`config.mk`:
```
export PLATFORM = sky130hd
export DESIGN_NAME = p2sd_sqrt_cell
export DESIGN_NICKNAME = d
export VERILOG_FILES = /design/src/hw/rtl/p2sd_pkg.sv /design/src/hw/rtl/p2sd_sqrt_cell.sv
export SDC_FILE = /design/constraint.sdc
export NUM_CORES = 1
export LEC_CHECK = 0
export CORE_AREA = 4 4 155 157
export CTS_BUF_LIST = sky130_fd_sc_hd__clkbuf_4
export CTS_CLUSTER_SIZE = 30
export DETAILED_ROUTE_END_ITERATION = 7
export DIE_AREA = 0 0 159 161
export DONT_BUFFER_PORTS = 1
export PLACE_DENSITY = 0.49
export SETUP_SLACK_MARGIN = 0.3
export SYNTH_ARGS = -nofsm -noshare
export SYNTH_HDL_FRONTEND = slang
export SYNTH_SLANG_ARGS = --single-unit
```
`constraint.sdc`:
```
create_clock -name clk -period 0.85 [get_ports clk]
set_input_delay 0.085 -clock clk [delete_from_list [all_inputs] [get_ports clk]]
set_output_delay 0.085 -clock clk [all_outputs]
set_load 0.02 [all_outputs]
```
`src/hw/rtl/p2sd_pkg.sv`:
```
// ----------------------------------------------------------------------------
// p2sd_pkg
// Shared types and codes for the point to segment distance unit.
// ----------------------------------------------------------------------------
package p2sd_pkg;

    // Which part of the segment is nearest to the query point.
    localparam logic [1:0] PART_FOOT  = 2'd0;
    localparam logic [1:0] PART_START = 2'd1;
    localparam logic [1:0] PART_END   = 2'd2;

    // Configuration register indexes.
    localparam int unsigned REG_IDX_WIDTH = 3;
    localparam logic [REG_IDX_WIDTH-1:0] REG_START_X = 3'd0;
    localparam logic [REG_IDX_WIDTH-1:0] REG_START_Y = 3'd1;
    localparam logic [REG_IDX_WIDTH-1:0] REG_START_Z = 3'd2;
    localparam logic [REG_IDX_WIDTH-1:0] REG_END_X   = 3'd3;
    localparam logic [REG_IDX_WIDTH-1:0] REG_END_Y   = 3'd4;
    localparam logic [REG_IDX_WIDTH-1:0] REG_END_Z   = 3'd5;

    // Control that travels with every request down the chain.
    typedef struct packed {
        logic       valid;
        logic [1:0] part;
    } p2sd_ctl_t;

endpackage

```
`src/hw/rtl/p2sd_sqrt_cell.sv`:
```
// ----------------------------------------------------------------------------
// p2sd_sqrt_cell
// One digit-by-digit square root step: produces one root bit per cell.
// ----------------------------------------------------------------------------
module p2sd_sqrt_cell
    import p2sd_pkg::*;
#(
    parameter int RW = 33,
    parameter int QW = 66
)
(
    input  logic          clk,
    input  logic          rst_n,
    input  logic          en,
    input  p2sd_ctl_t     ctl_in,
    input  logic [RW+1:0] rem_in,
    input  logic [RW-1:0] root_in,
    input  logic [QW-1:0] rad_in,
    output p2sd_ctl_t     ctl_out,
    output logic [RW+1:0] rem_out,
    output logic [RW-1:0] root_out,
    output logic [QW-1:0] rad_out
);

    p2sd_ctl_t     ctl_reg;
    logic [RW+1:0] rem_reg;
    logic [RW-1:0] root_reg;
    logic [QW-1:0] rad_reg;
    logic [RW+3:0] t;
    logic [RW+3:0] trial;
    logic          fits;

    assign t     = {rem_in, rad_in[QW-1 -: 2]};
    assign trial = {2'b00, root_in, 2'b01};
    assign fits  = (t >= trial);

    always_ff @(posedge clk or negedge rst_n)
    begin
        if (!rst_n)
        begin
            ctl_reg <= '0;
        end
        else if (en)
        begin
            ctl_reg <= ctl_in;
        end
    end

    always_ff @(posedge clk)
    begin
        if (en)
        begin
            rem_reg  <= fits ? (RW+2)'(t - trial) : t[RW+1:0];
            root_reg <= {root_in[RW-2:0], fits};
            rad_reg  <= {rad_in[QW-3:0], 2'b00};
        end
    end

    assign ctl_out  = ctl_reg;
    assign rem_out  = rem_reg;
    assign root_out = root_reg;
    assign rad_out  = rad_reg;

endmodule

```
==> results.json <==
{
  "clock_sinks": 135,
  "power.leakage_nw": 4.14,
  "post-route-min-period_ps": 2060,
  "clk_latency_ps": 520,
  "cts_tree": "done",
  "antenna_found_initial": 1,
  "place_hpwl_um": 14200,
  "clk_pin_slew_ps": 140,
  "cts_hold_buf": 133,
  "required_ps": 1140,
  "critical_path_class": "in -> reg",
  "rrSetupSlack_ps": 60,
  "firstDrtPassIters": 4,
  "synth_edf_count": 132,
  "start_util": 0.299,
  "core-area_um2": 22500,
  "yosys_most_used_dff": "edfxtp_1",
  "grt_setup_unrepaired": "yes",
  "hold_viol": 139,
  "grt.total_usage": 0.152,
  "yosysUniqueCellTypes": 58,
  "synth_top_area_share": 0.589,
  "ys_warn_count": 0,
  "holdWs_ps": -337,
  "initialDrtViolationCount": 256,
  "wirelength_um": 19900,
  "async_reset_ff_frac": 0.0222,
  "path_cells": "ha_4 > o21a_1 > o211ai_2 > a311oi_2 > nor4_4 > a2111oi_4 > o21a_2 > o211a_4 > buf_12 > clkbuf_16 > mux2_4",
  "fmax_mhz": 486,
  "cp_max_fo": 5,
  "syn_to_final_growth_pct": 48.7,
  "synthCells": 494,
  "clk_path_buf_depth": 2,
  "via_per_inst": 4.58,
  "violations": "hold timing, setup timing",
  "synth_top_cell_by_area": "edfxtp_1",
  "syn_area_um2": 6740,
  "ant_nets": 0,
  "maxCapViolCount": 0,
  "layout_setup_ws_ps": -1210,
  "cp_slowest_cell": "nor4_4",
  "syn_avg_cell_area_um2": 13.6,
  "vdd_ir_drop_max_uv": 744,
  "dpl_cell_area_um2": 8000,
  "cts_root_buffer": "clkbuf_4",
  "postLayoutCellArea_um2": 10000,
  "port_buffers": 0,
  "drv_slew": 0,
  "hold_path.startpoint": "en",
  "reg2reg_depth": 1,
  "hold_class": "in -> reg",
  "regArea_um2": 4040,
  "hold_depth": 0,
  "power.density_nw_per_um2": 1790,
  "grt_pass1_vias": 5249,
  "dr_total_vias": 4841,
  "synthTopCellsByArea": "edfxtp_1 (59%), ha_1 (6.5%), mux2_4 (5.6%), a21o_1 (2.9%), xnor2_1 (2.5%)",
  "grt_pass1_wl_um": 30300,
  "timing.rr.start": "ctl_out[0]",
  "crit_arrival_ps": 2350,
  "synth.most_common_cell": "edfxtp_1",
  "ys_top_cells_by_count": "edfxtp_1 (132), inv_1 (41), ha_1 (35)",
  "die_area_um2": 25600,
  "overflow": 0,
  "period_share": 2.42,
  "clock_skew_ps": 0,
  "cp-start-kind": "input pin",
  "crit_path_end_kind": "register",
  "drive_gt1_frac": 0.323,
  "final.setup.tns_ps": -78750,
  "finalSetupViolCount": 171,
  "wl_per_cell_um": 18.9,
  "cts_made_buffers": 17,
  "hold_end": "rad_out[51]",
  "gp_congestion": 0.816,
  "drc": 0,
  "max_stage_delay_ps": 300,
  "fin_total_pwr_mw": 17.9,
  "ys_seq_elements": 135,
  "h-tree-depth": 4,
  "dieHeight_um": 161,
  "die_x_um": 159,
  "nets": 932,
  "multiInputGateArea_um2": 2740,
  "num_io_pins": 277,
  "synth-seq-area-share": 0.600,
  "nFillCells": 2011,
  "r2r_end": "ctl_out[0]",
  "rows": 55,
  "outcome": "finished with violations",
  "grt_max_degree": 136,
  "final_util": 0.445
}
-- cell type report --
class | count | share of cell area
Multi-Input combinational cell | 301 | 0.274
Sequential cell | 135 | 0.404
Timing Repair Buffer | 261 | 0.240
Clock inverter | 15 | 0.0162
Clock buffer | 17 | 0.0127
Inverter | 41 | 0.0181
Tap cell | 285 | 0.0356
Antenna cell | 1 | 0.000250
-- layout by cell type (no fill, tap or decap), types with 17 or more instances in the layout --
master | netlist | routed
buf_4 | 2 | 117
a21oi_1 | 30 | 26
nor2_1 | 22 | 21
dlygate4sd3_1 | 0 | 133
mux2_4 | 25 | 30
ha_1 | 35 | 23
clkbuf_4 | 0 | 17
edfxtp_1 | 132 | 132
a21o_1 | 26 | 26
nand2_1 | 25 | 25
xnor2_1 | 19 | 18
inv_1 | 41 | 35
-- how the worst max path moves through the flow --
stage / to / from / depth (start not counted) / slack, ps
3_5_place_dp: rem_out[28] / root_in[2] / 13 / -1910
3_3_place_gp: rem_out[28] / root_in[5] / 13 / -1910
4_1_cts: rem_out[20] / root_in[0] / 12 / -1130
5_1_grt: rem_out[20] / rem_in[0] / 11 / -1190
6_report: rem_out[15] / rem_in[0] / 11 / -1210
2_1_floorplan: rem_out[10] / root_in[23] / 11 / -1600
-- metal layers --
metal,routed length [µm],global-route usage
met5,0,0
met4,231,0.0418
met3,1360,0.0518
met2,10100,0.268
met1,8260,0.178
-- what timing repair did --
item	in CTS	in global routing
endpoints found under the setup margin	174	174
endpoints found under the hold margin	269	140
setup buffers	10	2
resized for setup	28	17
pin swaps	4	2
cloned	1	1
-- sequential cells by signal, indices dropped and copies added, names as in the netlist --
register	count
ctl_out	3
rad_out	64
root_out	33
rem_out	35
-- through the flow --
step,hold slack [ps],setup slack [ps],cells
6_report,-337,-1210,1056
2_1_floorplan,-211,-1600,495
5_1_grt,-420,-1190,1056
3_3_place_gp,-210,-1910,876
3_5_place_dp,-210,-1910,876
4_1_cts,-402,-1130,1052
-- worst max-delay path: cells and delay by family --
family | cells | cell delay [ps]
AOI/OAI and AO/OA | 6 | 1160
adders and majority gates | 1 | 220
buffers and inverters | 2 | 290
muxes | 1 | 280
and+or+nand+nor | 1 | 300
-- cell families (layout without fill, tap and decap cells) --
group	after synthesis	in the layout	synth area share
AOI/OAI and AO/OA	107	107	0.111
other	1	3	0.000557
buffers and inverters	59	334	0.0425
xor gates and xnor gates	33	33	0.0429
and+or+nand+nor	87	87	0.0630
DFF	135	135	0.600
muxes	37	37	0.0752
adders and majority gates	35	35	0.0650
-- where the power goes --
| part | leakage [nW] | switching (mW) | internal (mW) |
|---|---|---|---|
| registers | 1.32 | 1.19 | 8.21 |
| logic | 2.66 | 1.61 | 2.48 |
| clock network | 0.151 | 2.86 | 1.58 |
| total | 4.14 | 5.66 | 12.3 |
(Power assumes the default switching activity.)
