===== src/hw/rtl/p2sd_pkg.sv =====
// ----------------------------------------------------------------------------
// p2sd_pkg
// Shared types and codes for the point to segment distance unit.
// ----------------------------------------------------------------------------
package p2sd_pkg;

    // Which part of the segment is nearest to the query point.
    localparam logic [1:0] PART_FOOT  = 2'd0;
    localparam logic [1:0] PART_START = 2'd1;
    localparam logic [1:0] PART_END   = 2'd2;

    // Configuration register indexes.
    localparam int unsigned REG_IDX_WIDTH = 3;
    localparam logic [REG_IDX_WIDTH-1:0] REG_START_X = 3'd0;
    localparam logic [REG_IDX_WIDTH-1:0] REG_START_Y = 3'd1;
    localparam logic [REG_IDX_WIDTH-1:0] REG_START_Z = 3'd2;
    localparam logic [REG_IDX_WIDTH-1:0] REG_END_X   = 3'd3;
    localparam logic [REG_IDX_WIDTH-1:0] REG_END_Y   = 3'd4;
    localparam logic [REG_IDX_WIDTH-1:0] REG_END_Z   = 3'd5;

    // Control that travels with every request down the chain.
    typedef struct packed {
        logic       valid;
        logic [1:0] part;
    } p2sd_ctl_t;

endpackage


===== src/hw/rtl/p2sd_div_cell.sv =====
// ----------------------------------------------------------------------------
// p2sd_div_cell
// One restoring division step: produces one quotient bit per cell.
// ----------------------------------------------------------------------------
module p2sd_div_cell
    import p2sd_pkg::*;
#(
    parameter int DENW = 66,
    parameter int QW   = 66
)
(
    input  logic            clk,
    input  logic            rst_n,
    input  logic            en,
    input  p2sd_ctl_t       ctl_in,
    input  logic [DENW-1:0] rem_in,
    input  logic [QW-1:0]   q_in,
    input  logic [DENW-1:0] den_in,
    output p2sd_ctl_t       ctl_out,
    output logic [DENW-1:0] rem_out,
    output logic [QW-1:0]   q_out,
    output logic [DENW-1:0] den_out
);

    p2sd_ctl_t       ctl_reg;
    logic [DENW-1:0] rem_reg, den_reg;
    logic [QW-1:0]   q_reg;
    logic [DENW:0]   trial;
    logic            fits;

    assign trial = {rem_in, q_in[QW-1]};
    assign fits  = (trial >= {1'b0, den_in});

    always_ff @(posedge clk or negedge rst_n)
    begin
        if (!rst_n)
        begin
            ctl_reg <= '0;
        end
        else if (en)
        begin
            ctl_reg <= ctl_in;
        end
    end

    always_ff @(posedge clk)
    begin
        if (en)
        begin
            rem_reg <= fits ? DENW'(trial - {1'b0, den_in}) : trial[DENW-1:0];
            q_reg   <= {q_in[QW-2:0], fits};
            den_reg <= den_in;
        end
    end

    assign ctl_out = ctl_reg;
    assign rem_out = rem_reg;
    assign q_out   = q_reg;
    assign den_out = den_reg;

endmodule


===== config.mk =====
export PLATFORM = sky130hd
export DESIGN_NAME = p2sd_div_cell
export DESIGN_NICKNAME = d
export VERILOG_FILES = /design/src/hw/rtl/p2sd_pkg.sv /design/src/hw/rtl/p2sd_div_cell.sv
export SDC_FILE = /design/constraint.sdc
export NUM_CORES = 1
export LEC_CHECK = 0
export BUFFER_PORTS_ARGS = -buffer_cell sky130_fd_sc_hd__buf_2
export CORE_ASPECT_RATIO = 0.7
export CORE_MARGIN = 1
export CORE_UTILIZATION = 39
export CTS_CLUSTER_SIZE = 24
export DETAILED_ROUTE_END_ITERATION = 8
export GPL_TIMING_DRIVEN = 0
export PLACE_DENSITY = 0.76
export SLEW_MARGIN = 0
export SYNTH_ARGS = -nofsm -noshare
export SYNTH_HDL_FRONTEND = slang
export SYNTH_SLANG_ARGS = --single-unit

===== constraint.sdc =====
create_clock -name clk -period 2.7 [get_ports clk]
set_clock_uncertainty 0.2 [all_clocks]
set_input_delay 0.135 -clock clk [delete_from_list [all_inputs] [get_ports clk]]
set_output_delay 0.135 -clock clk [all_outputs]
set_load 0.01 [all_outputs]

==> run summary <==
status - finished with violations
failing checks - negative hold slack, negative setup slack
measured slew at the worst slew-check pin - 0.707 ns
clock root buffer master - clkbuf_16
Die ar. - 30300 um^2
CTS sink cnt - 201
top cell type's share of synthesized area - 51.5%
crit path kind - in2reg
largest cells by area after synthesis - edfxtp_1 52%, ha_1 7.2%, mux2_2 4.4%
Worst VDD drop - 0.000475 V
Cell Area, Synth - 11500 um^2
cells along the critical path - buf_8 > inv_4 > ha_4 > a21o_4 > a21oi_4 > a21boi_4 > o31a_1 > o211ai_2 > a21o_1 > a31o_4 > o21a_4 > inv_12 > buf_12 > buf_12 > buf_12 > mux2_4
max-cap violations - 0
post-synthesis sequential area ratio - 52.2%
WHS - -0.332 ns
EDFF count, synth - 198
WHS Path Cells - 1
final period utilization - 108%
largest net degree at the start of global routing - 122
layout cell share with drive strength beyond 1 - 42.6%
GP Congestion - 0.944
Placed Cells - 1801
row count - 52
IO Count - 405
Mapped Nets - 1289
vias per inst - 5.31
Leakage Power - 8.11 nW
r2r setup slk - 1.64 ns
Netlist cell types - 69
Num CTS Buffers - 22
Crit Reg-Reg Startpoint - ctl_out[2]
Final Hold Fails - 2
main combinational cell family by area after synthesis - compound AO/OA/AOI/OAI gates
routed len/inst - 20.1 um
GRT Residual Overflow - 0
Yosys reg bits - 201
Worst Path Required - 2.77 ns
initial antenna violation count - 5
Worst path max stage delay - 0.33 ns
slowest cell on the critical path - o31a_1
HPWL after DPL - 28000 um
gr usage total - 26.9%
R2R Path End - ctl_out[2]
pwr dens - 535 nW/um^2
number of cells on the worst reg-to-reg path - 1
post-synthesis compound-gate area fraction - 16.4%
Top delay family on crit path - compound AO/OA/AOI/OAI gates
routed wire length - 42300 um
Async S/R FF share, synth - 1.49%
Worst setup EP type - flip-flop
Arr. time, crit path - 2.97 ns
Initial Util - 39.8%
Post-Syn Instances - 1018
crit path buf inv count - 6
Peak Freq - 0.344 GHz
Synth Area in Adders - 7.33%
Startpoint Class - input pin
proportion of synthesized area in mux cells - 5.91%
dominant cell type by area after synthesis - edfxtp_1
unrepaired setup endpoints after global routing - true
CTS tree - yes
vias in the first global route - 11100
max_slew headroom - 52.9%
Main synth FF type - edfxtp_1
DR iter-0 viols - 769
Yosys Warn Count - 0
ANT nets after route - 0
Layout Nets - 1979
xor and xnor area share after synthesis - 3.64%
Reg clk slew, reported paths - 0.06 ns
most frequent cell on the critical path - buf_12
core area - 29000 um^2
final std cells w/o fill - 2103
min cycle time layout - 2.91 ns
simple-gate area share of the yosys netlist - 9.38%
Die X - 208 um
Avg Cell Area, Syn - 11.3 um^2
Port-buffer cells - 404
min-delay worst type - in2reg
drc violations - 0
Max Slew Vio Count - 0
worst-skew pair later-pin latency - 0.53 ns
hold path endpoint - den_out[0]
DR vias - 11200
Total Power - 10.0 mW
final number of setup-violating endpoints - 59
setup ws final - -0.205 ns
wire length of the first global-routing pass - 63700 um
CTS Buffer Depth - 3
CP max FO - 5
DR pass1 iterations - 5
Area Growth Syn to Fin - 62.7%
DIE HEIGHT - 146 um
maximum level of the CTS H-tree - 1
min-delay src - den_in[0]
==> cell usage after synthesis (2+ instances only) <==
cell        n
a2111o_1    3
a211oi_1    8
a21boi_0    3
a21o_1     29
a21oi_1    81
a311oi_1    2
a31o_2      3
a31oi_1    10
and2_1      2
and3_1     11
buf_12      2
buf_2      11
buf_4       3
clkbuf_1   25
dfrtp_1     3
edfxtp_1  198
ha_1       66
inv_1      92
mux2_2     45
mux2_4      9
mux2i_1     4
nand2_1    67
nand3_1    14
nand4_1    29
nor2_1     46
nor2b_1     6
nor3_1     23
nor4_1      9
o211ai_1   17
o21a_1     16
o21ai_0    44
o21ai_1     4
o21bai_1   21
o22ai_1     3
o31a_1      2
o31ai_1    16
o31ai_2     2
o41ai_1     4
or2_2       3
or3_1       7
xnor2_1    32
xor2_1     16
==> layout by cell type (no fill, tap or decap), drive strengths merged, types with 29 or more instances in the layout <==
cell type / instances
a21o: 29
a21oi: 82
buf: 491
clkbuf: 44
dlygate4sd3: 203
edfxtp: 198
ha: 66
inv: 94
mux2: 54
nand2: 68
nand4: 29
nor2: 46
o21ai: 48
xnor2: 32
==> cell type report <==
class | instances | area, um^2
clock buffers | 29 | 608
clock inverters | 10 | 83.8
well taps | 378 | 473
repair buffers | 687 | 4960
flip-flops and latches | 201 | 6020
plain buffers | 22 | 213
fillers | 2244 | 10200
diodes | 2 | 5.00
multi-input cells | 681 | 6030
inverters | 93 | 384
==> worst max path at each step <==
stage,startpoint,slack (ns),endpoint,depth (start not counted)
2_1_floorplan,den_in[24],-0.37,rem_out[43],17
3_3_place_gp,en,-1.51,ctl_out[2],2
3_5_place_dp,rem_in[32],-1.30,rem_out[48],14
4_1_cts,den_in[3],-0.31,rem_out[54],18
5_1_grt,rem_in[4],-0.32,rem_out[56],15
6_report,den_in[3],-0.21,rem_out[47],16
==> where the power goes <==
part | internal, mW | switching (mW) | leakage [nW]
Combinational | 1.54 | 1.62 | 5.81
Sequential | 3.84 | 0.0855 | 1.97
Clock | 1.68 | 1.28 | 0.332
==> state kept, by name, indices dropped and copies added (netlist names) <==
name     count
den_out     66
q_out       66
rem_out     66
ctl_out      3
==> logic make-up (layout without fill, tap and decap cells) <==
| kind of cell | count (synthesis) | count (layout) |
|---|---|---|
| multiplexers | 58 | 58 |
| buffers and inverters | 136 | 841 |
| AND/OR/NAND/NOR | 223 | 223 |
| AO/OA/AOI/OAI | 285 | 285 |
| other | 0 | 2 |
| flip-flops | 201 | 201 |
| XOR/XNOR | 48 | 48 |
| adder cells (fa/ha/maj) | 67 | 67 |
==> layer usage <==
layer  GRT usage [%]  share of wire (%)  vias up
met1            36.8                 43     5373
li1                -                  -     5211
met5               0              0.054        -
met3            6.47                8.0       62
met2            43.5                 47      509
met4            5.56                1.9        4
==> through the flow <==
stage          area (um^2)  setup WS, ns  TNS, ns  util (%)
6_report             18800        -0.205    -6.13      64.7
5_1_grt              18800        -0.320   -13.56      64.7
4_1_cts              18300        -0.310   -12.20      63.1
3_5_place_dp         14200         -1.30   -78.33      49.1
3_3_place_gp         14200         -1.51  -341.95      49.0
2_1_floorplan        11700        -0.370   -16.21         -
==> what timing repair did <==
| action | CTS | global route |
|---|---|---|
| pin swaps | 57 | 41 |
| gates resized for setup | 181 | 101 |
| buffers inserted | 59 | 17 |
| endpoints found under the hold margin | 283 | 3 |
| cloned | 4 | 2 |
| hold buffers | 201 | 2 |
| setup endpoints to repair | 67 | 67 |
Power figures use the tool's default switching activity.
